### src/hdl/ctse_pkg.sv
// ctse_pkg: shared types, codes and field limits for the clock time set editor.
// No dependencies; used by ctse_if.sv and clock_time_set_editor.sv.

package ctse_pkg;

  typedef enum logic [1:0] {
    MODE_LOAD = 2'd0,
    MODE_SET  = 2'd1,
    MODE_INC  = 2'd2,
    MODE_DEC  = 2'd3
  } mode_t;

  typedef enum logic [2:0] {
    F_IDLE    = 3'd0,
    F_YEAR    = 3'd1,
    F_MONTH   = 3'd2,
    F_DAY     = 3'd3,
    F_HOUR    = 3'd4,
    F_MINUTE  = 3'd5,
    F_WEEKDAY = 3'd6
  } field_t;

  localparam logic [6:0] YEAR_RST    = 7'd0;
  localparam logic [3:0] MONTH_RST   = 4'd1;
  localparam logic [4:0] DAY_RST     = 5'd1;
  localparam logic [4:0] HOUR_RST    = 5'd0;
  localparam logic [5:0] MINUTE_RST  = 6'd0;
  localparam logic [2:0] WEEKDAY_RST = 3'd1;

  localparam logic [6:0] LO_ZERO     = 7'd0;
  localparam logic [6:0] LO_ONE      = 7'd1;
  localparam logic [6:0] YEAR_MAX    = 7'd99;
  localparam logic [6:0] MONTH_MAX   = 7'd12;
  localparam logic [6:0] HOUR_MAX    = 7'd23;
  localparam logic [6:0] MINUTE_MAX  = 7'd59;
  localparam logic [6:0] WEEKDAY_MAX = 7'd7;

  localparam logic [6:0] DAYS_FEB_LEAP = 7'd29;
  localparam logic [6:0] DAYS_FEB      = 7'd28;
  localparam logic [6:0] DAYS_SHORT    = 7'd30;
  localparam logic [6:0] DAYS_LONG     = 7'd31;

  localparam logic [3:0] MON_FEB = 4'd2;
  localparam logic [3:0] MON_APR = 4'd4;
  localparam logic [3:0] MON_JUN = 4'd6;
  localparam logic [3:0] MON_SEP = 4'd9;
  localparam logic [3:0] MON_NOV = 4'd11;

  typedef struct packed {
    logic [1:0] mode;
    logic [6:0] load_year;
    logic [3:0] load_month;
    logic [4:0] load_day;
    logic [4:0] load_hour;
    logic [5:0] load_minute;
    logic [2:0] load_weekday;
  } evt_t;

  typedef struct packed {
    logic [2:0] edit_field;
    logic [6:0] cur_year;
    logic [3:0] cur_month;
    logic [4:0] cur_day;
    logic [4:0] cur_hour;
    logic [5:0] cur_minute;
    logic [2:0] cur_weekday;
    logic       commit;
  } res_t;

endpackage

### src/hdl/ctse_if.sv
// ctse_if: valid/ready channel interfaces for button events and results.
// Depends on ctse_pkg for the payload structs.

interface ctse_evt_if;
  logic              valid;
  logic              ready;
  ctse_pkg::evt_t    payload;

  modport source (output valid, output payload, input ready);
  modport sink   (input valid, input payload, output ready);
endinterface

interface ctse_res_if;
  logic              valid;
  logic              ready;
  ctse_pkg::res_t    payload;

  modport source (output valid, output payload, input ready);
  modport sink   (input valid, input payload, output ready);
endinterface

### src/hdl/clock_time_set_editor.sv
// clock_time_set_editor: three-button date and time editor, top level.
// Depends on ctse_pkg and the channel interfaces in ctse_if.sv.
//
// Usage:
//   evt carries one beat per event: a load of the running calendar time or
//   a SET, INC or DEC button press. res returns exactly one beat per event
//   with the edit position, the held date and time, and a commit flag that
//   is set only on the SET that closes the weekday field (write the time
//   with seconds zeroed).
//   Latency: the result beat is valid the cycle after the event is taken.
//   Throughput: one event per cycle while res stays ready. The field update
//   is a single increment/compare/select on the held registers, done in
//   the cycle the beat is accepted, so the next beat may follow at once.
//   Stall: a single result register sits on res. While it holds a beat that
//   res has not taken, evt.ready is low; when res takes it, a new event is
//   accepted in the same cycle.
//   Reset (rst, synchronous): idle, year 0, month 1, day 1, hour 0,
//   minute 0, weekday 1; no result pending.

module clock_time_set_editor (
  input  logic             clk,
  input  logic             rst,
  ctse_evt_if.sink         evt,
  ctse_res_if.source       res
);

  ctse_pkg::field_t step, step_next;
  logic [6:0] year,    year_next;
  logic [3:0] month,   month_next;
  logic [4:0] day,     day_next;
  logic [4:0] hour,    hour_next;
  logic [5:0] minute,  minute_next;
  logic [2:0] weekday, weekday_next;
  logic       commit_next;
  logic       acc;
  logic [6:0] day_max;
  logic       res_valid;
  ctse_pkg::res_t res_data;

  function automatic logic [6:0] adj(input logic [6:0] v, input logic [6:0] lo,
                                     input logic [6:0] hi, input logic [1:0] m);
    logic [7:0] n;
    n = {1'b0, v} + 8'd1;
    case (m)
      ctse_pkg::MODE_INC: adj = (n > {1'b0, hi}) ? lo : n[6:0];
      ctse_pkg::MODE_DEC: adj = ((v == 7'd0) || ((v - 7'd1) < lo)) ? hi : v - 7'd1;
      ctse_pkg::MODE_SET: adj = (v > hi) ? hi : v;
      default:            adj = v;
    endcase
  endfunction

  assign evt.ready = !res_valid || res.ready;
  assign acc       = evt.valid && evt.ready;

  always_comb begin
    if (month == ctse_pkg::MON_FEB) begin
      day_max = (year[1:0] == 2'b00) ? ctse_pkg::DAYS_FEB_LEAP : ctse_pkg::DAYS_FEB;
    end else if (month == ctse_pkg::MON_APR || month == ctse_pkg::MON_JUN ||
                 month == ctse_pkg::MON_SEP || month == ctse_pkg::MON_NOV) begin
      day_max = ctse_pkg::DAYS_SHORT;
    end else begin
      day_max = ctse_pkg::DAYS_LONG;
    end
  end

  // edit position
  always_comb begin
    step_next   = step;
    commit_next = 1'b0;
    if (acc && evt.payload.mode == ctse_pkg::MODE_SET) begin
      case (step)
        ctse_pkg::F_YEAR:    step_next = ctse_pkg::F_MONTH;
        ctse_pkg::F_MONTH:   step_next = ctse_pkg::F_DAY;
        ctse_pkg::F_DAY:     step_next = ctse_pkg::F_HOUR;
        ctse_pkg::F_HOUR:    step_next = ctse_pkg::F_MINUTE;
        ctse_pkg::F_MINUTE:  step_next = ctse_pkg::F_WEEKDAY;
        ctse_pkg::F_WEEKDAY: begin
          step_next   = ctse_pkg::F_IDLE;
          commit_next = 1'b1;
        end
        default:             step_next = ctse_pkg::F_YEAR;
      endcase
    end else if (acc) begin
      case (step)
        ctse_pkg::F_YEAR, ctse_pkg::F_MONTH, ctse_pkg::F_DAY, ctse_pkg::F_HOUR,
        ctse_pkg::F_MINUTE, ctse_pkg::F_WEEKDAY: step_next = step;
        default:                                 step_next = ctse_pkg::F_IDLE;
      endcase
    end
  end

  // held values
  always_comb begin
    logic [6:0] r;
    r            = 7'd0;
    year_next    = year;
    month_next   = month;
    day_next     = day;
    hour_next    = hour;
    minute_next  = minute;
    weekday_next = weekday;
    if (acc) begin
      case (step)
        ctse_pkg::F_YEAR: begin
          year_next = adj(year, ctse_pkg::LO_ZERO, ctse_pkg::YEAR_MAX, evt.payload.mode);
        end
        ctse_pkg::F_MONTH: begin
          r = adj({3'd0, month}, ctse_pkg::LO_ONE, ctse_pkg::MONTH_MAX, evt.payload.mode);
          month_next = r[3:0];
        end
        ctse_pkg::F_DAY: begin
          r = adj({2'd0, day}, ctse_pkg::LO_ONE, day_max, evt.payload.mode);
          day_next = r[4:0];
        end
        ctse_pkg::F_HOUR: begin
          r = adj({2'd0, hour}, ctse_pkg::LO_ZERO, ctse_pkg::HOUR_MAX, evt.payload.mode);
          hour_next = r[4:0];
        end
        ctse_pkg::F_MINUTE: begin
          r = adj({1'b0, minute}, ctse_pkg::LO_ZERO, ctse_pkg::MINUTE_MAX, evt.payload.mode);
          minute_next = r[5:0];
        end
        ctse_pkg::F_WEEKDAY: begin
          r = adj({4'd0, weekday}, ctse_pkg::LO_ONE, ctse_pkg::WEEKDAY_MAX, evt.payload.mode);
          weekday_next = r[2:0];
        end
        default: begin
          if (evt.payload.mode == ctse_pkg::MODE_LOAD) begin
            year_next    = evt.payload.load_year;
            month_next   = evt.payload.load_month;
            day_next     = evt.payload.load_day;
            hour_next    = evt.payload.load_hour;
            minute_next  = evt.payload.load_minute;
            weekday_next = evt.payload.load_weekday;
          end
        end
      endcase
    end
  end

  always_ff @(posedge clk) begin
    if (rst) begin
      step    <= ctse_pkg::F_IDLE;
      year    <= ctse_pkg::YEAR_RST;
      month   <= ctse_pkg::MONTH_RST;
      day     <= ctse_pkg::DAY_RST;
      hour    <= ctse_pkg::HOUR_RST;
      minute  <= ctse_pkg::MINUTE_RST;
      weekday <= ctse_pkg::WEEKDAY_RST;
    end else begin
      step    <= step_next;
      year    <= year_next;
      month   <= month_next;
      day     <= day_next;
      hour    <= hour_next;
      minute  <= minute_next;
      weekday <= weekday_next;
    end
  end

  always_ff @(posedge clk) begin
    if (rst) begin
      res_valid <= 1'b0;
    end else if (acc) begin
      res_valid <= 1'b1;
    end else if (res.ready) begin
      res_valid <= 1'b0;
    end
  end

  always_ff @(posedge clk) begin
    if (acc) begin
      res_data.edit_field  <= step_next;
      res_data.cur_year    <= year_next;
      res_data.cur_month   <= month_next;
      res_data.cur_day     <= day_next;
      res_data.cur_hour    <= hour_next;
      res_data.cur_minute  <= minute_next;
      res_data.cur_weekday <= weekday_next;
      res_data.commit      <= commit_next;
    end
  end

  assign res.valid   = res_valid;
  assign res.payload = res_data;

  a_commit_idle: assert property (@(posedge clk) disable iff (rst)
    res_valid && res_data.commit |-> res_data.edit_field == ctse_pkg::F_IDLE)
    else $error("commit beat not idle");

  a_set_starts: assert property (@(posedge clk) disable iff (rst)
    acc && step == ctse_pkg::F_IDLE && evt.payload.mode == ctse_pkg::MODE_SET
    |=> step == ctse_pkg::F_YEAR)
    else $error("SET from idle did not start at year");

  a_hold_step: assert property (@(posedge clk) disable iff (rst)
    acc && step != ctse_pkg::F_IDLE && evt.payload.mode != ctse_pkg::MODE_SET
    |=> $stable(step))
    else $error("edit position moved without SET");

  a_stall: assert property (@(posedge clk) disable iff (rst)
    res_valid && !res.ready |-> !acc)
    else $error("event taken over a pending result");

  a_res_mirror: assert property (@(posedge clk) disable iff (rst)
    acc |=> res_valid && res_data.cur_year == year && res_data.cur_day == day)
    else $error("result beat does not match held time");

endmodule
### src/flat_wrapper.sv
// flat-port wrapper written by rule: the top's interface ports become plain ports
module clock_time_set_editor_flat 
  (clk, rst, evt_valid, evt_payload, evt_ready, res_valid, res_payload, res_ready);
  ctse_evt_if evt_i ();
  ctse_res_if res_i ();
  input  logic clk;
  input  logic rst;
  input wire logic [$bits(evt_i.valid)-1:0] evt_valid;
  input wire logic [$bits(evt_i.payload)-1:0] evt_payload;
  output wire logic [$bits(evt_i.ready)-1:0] evt_ready;
  output wire logic [$bits(res_i.valid)-1:0] res_valid;
  output wire logic [$bits(res_i.payload)-1:0] res_payload;
  input wire logic [$bits(res_i.ready)-1:0] res_ready;
  assign evt_i.valid = evt_valid;
  assign evt_i.payload = evt_payload;
  assign evt_ready = evt_i.ready;
  assign res_valid = res_i.valid;
  assign res_payload = res_i.payload;
  assign res_i.ready = res_ready;
  clock_time_set_editor u_core (.clk(clk), .rst(rst), .evt(evt_i), .res(res_i));
endmodule
### config.mk
export PLATFORM = sky130hd
export DESIGN_NAME = clock_time_set_editor_flat
export DESIGN_NICKNAME = d
export VERILOG_FILES = /design/src/hdl/ctse_pkg.sv /design/src/hdl/ctse_if.sv /design/src/hdl/clock_time_set_editor.sv /design/src/flat_wrapper.sv
export SDC_FILE = /design/constraint.sdc
export NUM_CORES = 1
export LEC_CHECK = 0
export ABC_AREA = 1
export BUFFER_PORTS_ARGS = -buffer_cell sky130_fd_sc_hd__buf_2
export CORE_ASPECT_RATIO = 1.25
export CORE_UTILIZATION = 28
export DETAILED_ROUTE_END_ITERATION = 6
export GPL_TIMING_DRIVEN = 0
export PLACE_DENSITY = 0.47
export SYNTH_ARGS = -nofsm -noshare
export SYNTH_HDL_FRONTEND = slang
export SYNTH_SLANG_ARGS = --single-unit
### constraint.sdc
create_clock -name clk -period 4.3 [get_ports clk]
set_input_delay 0.43 -clock clk [delete_from_list [all_inputs] [get_ports clk]]
set_output_delay 0.43 -clock clk [all_outputs]
set_load 0.01 [all_outputs]
==> impl_metrics.env <==
export IMPL_status="completed"
export IMPL_grt_pass1_vias=5604
export IMPL_drc=0
export IMPL_final_setup_tns_ps=0
export IMPL_critPathCaptureType="register"
export IMPL_final_util_pct=34.19
export IMPL_grt_pass1_wl_mm=31.48
export IMPL_highest_layer="met4"
export IMPL_coreArea_sq_mm=0.01899
export IMPL_antenna_found_initial=0
export IMPL_cts_hold_buf=0
export IMPL_post_route_period_util_pct=67.18
export IMPL_wl_met3_microns=845
export IMPL_numCtsBuffers=9
export IMPL_start_kind="register"
export IMPL_cts_sinks=68
export IMPL_via_count=5921
export IMPL_via_per_inst=4.926
export IMPL_grt_max_degree=23
export IMPL_finalCriticalPeriod_ps=2889
export IMPL_fmax_ghz=0.3462
export IMPL_hold_path_startpoint="res_ready"
export IMPL_wirelength_mm=20.31
export IMPL_reg2reg_depth=19
export IMPL_p_per_area_mw_per_mm2=311.2
export IMPL_synth_flop_cell="edfxtp_1"
export IMPL_synth_seq_cells=68
export IMPL_tightest_slew_ps=910.1
export IMPL_finalClockSkew_ps=10.26
export IMPL_power_mw=2.020
export IMPL_clock_latency_ps=360
export IMPL_num_fill_cells=2122
export IMPL_nets=994
export IMPL_whs_path_depth=4
export IMPL_post_place_ws_ps=1431
export IMPL_start_util_pct=28.97
export IMPL_yosys_top_cells_area="edfxtp_1 (19%), nand2_1 (18%), dfxtp_1 (12%)"
export IMPL_cts_htree_levels=3
export IMPL_rr_startpoint="u_core.month[0]"
export IMPL_synthCells=854
export IMPL_cts_setup_buffers=0
export IMPL_dr_pass1_iters=5
export IMPL_worstHoldEndpoint="u_core.res.valid"
export IMPL_syn_area_per_cell_sq_um=6.442
export IMPL_cts_resized=0
export IMPL_ir_worst_vdd_v=0.0001797
export IMPL_hold_viol=0
export IMPL_synth_nets=912
export IMPL_multiInputGateArea_sq_mm=0.003222
export IMPL_hpwl_mm=14.71
export IMPL_place_congestion=0.9076
export IMPL_leakagePower_nw=3.095
export IMPL_crit_arrival_ps=3000
export IMPL_ys_types=42
export IMPL_yosys_warnings=0
export IMPL_fp_dieH_microns=158.7
export IMPL_met2WireLength_mm=9.577
export IMPL_layout_setup_ws_ps=1411
export IMPL_max_slew_margin_pct=39.33
export IMPL_ff2ff_setup_slack_ps=1410
export IMPL_yosys_area_top_type="edfxtp_1"
export IMPL_setup_viol=0
export IMPL_synth_area_sq_mm=0.005502
export IMPL_wirelength_met1_mm=9.242
export IMPL_cts_clk_slew_worst_paths_ps=60
export IMPL_cts_max_path_buffers=2
export IMPL_port_buffers=70
export IMPL_drt_iter0_drc=337
export IMPL_synth_edff_count=34
export IMPL_fp_row_count=56
export IMPL_max_cap_viol_count=0
export IMPL_cts_root_buf="clkbuf_16"
export IMPL_ys_seq_area_share_pct=30.93
export IMPL_fp_dieArea_sq_mm=0.02022
export IMPL_r2r_end="u_core.res.payload[15]"
export IMPL_drive_gt1_share_pct=14.88
export IMPL_boundaryPins=72
export IMPL_diodes=0
export IMPL_async_reset_ff_share_pct=0
export IMPL_wl_per_cell_microns=16.89
export IMPL_area_growth_pct=17.99
export IMPL_crit_type="register to register"
export IMPL_worstPathRequired_ps=4410
export IMPL_grt_overflow_total=0
export IMPL_rsz0062_at_grt="false"
export IMPL_grt_use_total_pct=20.61
export IMPL_tritoncts="done"
export IMPL_hold_class="input pin to register"
export IMPL_synth_top_cell_area_share_pct=18.56
export IMPL_drv_slew=0
export IMPL_crit_fanout=9
export IMPL_seqCellArea_sq_mm=0.001702
export IMPL_die_x_microns=127.4
export IMPL_ant_nets=0
==> critical path: stages, from the launching register on <==
cell     delay (ps)
dfxtp_1         410
inv_1           250
ha_1            190
inv_1            50
nor2_1          340
nand2_1          90
nand2_1         170
ha_1            270
inv_1            60
nand2_1          40
nand2_1          70
nor2_1           50
nand3_1         130
nand2_1          90
nand2_1          70
nand4_1         110
nand2_1          80
nand2_1          50
nand2_1          70
nand2_1          50
==> kinds of logic (layout without fill, tap and decap cells) <==
group / count (synthesis) / count (layout) / synth area share, %
and+or+nand+nor: 447 / 447 / 34.34
AOI/OAI and AO/OA: 165 / 165 / 16.83
buffers and inverters: 137 / 224 / 10.51
DFF: 68 / 68 / 30.93
adders and majority gates: 22 / 22 / 5.003
xor gates and xnor gates: 15 / 15 / 2.388
==> synthesized netlist by cell type, types with 6 or more instances <==
master and number:
ha_1 22, nor3_1 8, o21ai_1 10, nand2_1 270, o21ai_0 54, nand3_1 80, edfxtp_1 34, xor2_1 10
nor2_1 58, dfxtp_1 34, a21oi_1 70, inv_1 92, nor2_2 6, inv_2 6, buf_2 20, clkbuf_1 8
a31oi_1 6, nand4_1 13
==> flip-flops by register name (all words and copies together), names as in the netlist <==
register,cells
u_core.weekday,3
u_core.minute,6
u_core.hour,5
u_core.month,4
u_core.res.valid,1
u_core.step,3
u_core.year,7
u_core.res.payload,34
u_core.day,5
==> power by group <==
group	switching [mW]	leakage (nW)	internal (mW)
clock	0.319	0.137	0.446
combinational	0.330	2.34	0.165
sequential	0.0285	0.619	0.732
==> layout by cell type, fill, tap and decap left out, drive strengths merged, types with 6 or more instances in the layout <==
cell | synthesis | layout
a31oi | 6 | 6
buf | 28 | 99
o21ai | 64 | 64
inv | 99 | 100
nand4 | 13 | 13
nor3 | 8 | 8
xor2 | 10 | 10
nand3 | 81 | 81
a21oi | 71 | 71
ha | 22 | 22
edfxtp | 34 | 34
clkbuf | 10 | 19
nand2 | 272 | 272
nor2 | 68 | 68
dfxtp | 34 | 34
==> layer usage <==
layer,vias to the layer above,global-route usage [%]
li1,2990,-
met1,2698,26.56
met2,195,34.50
met3,38,2.089
met4,0,8.983
met5,-,0
==> how the worst max path moves through the flow <==
stage | endpoint | cells after the start | slack, ps | from
after global routing | u_core.res.payload[15] | 19 | 1110 | u_core.month[0]
final | u_core.res.payload[15] | 19 | 1410 | u_core.month[0]
after detailed placement | u_core.res.payload[15] | 19 | 1430 | u_core.month[0]
after floorplan | u_core.res.payload[1] | 8 | 1720 | res_ready
after CTS | u_core.res.payload[15] | 19 | 1410 | u_core.month[0]
after global placement | u_core.res.payload[1] | 9 | 390 | res_ready
==> through the flow <==
step | instances | hold WS, ps | area (sq um)
final | 1202 | 387.0 | 6491
after global routing | 1202 | 411.8 | 6491
after CTS | 1202 | 382.0 | 6491
after detailed placement | 1186 | 516.6 | 6200
after global placement | 1185 | 520.3 | 6178
after floorplan | 854 | 514.7 | 5502
==> cell type report <==
type | instances | share of cell area [%]
multi-input combinational | 649 | 49.63
sequential | 68 | 26.21
inverter | 99 | 5.763
timing repair buffer | 71 | 5.705
tap | 261 | 5.031
clock buffer | 9 | 3.470
buffer | 38 | 3.161
clock inverter | 7 | 1.022
(Power assumes the default switching activity.)
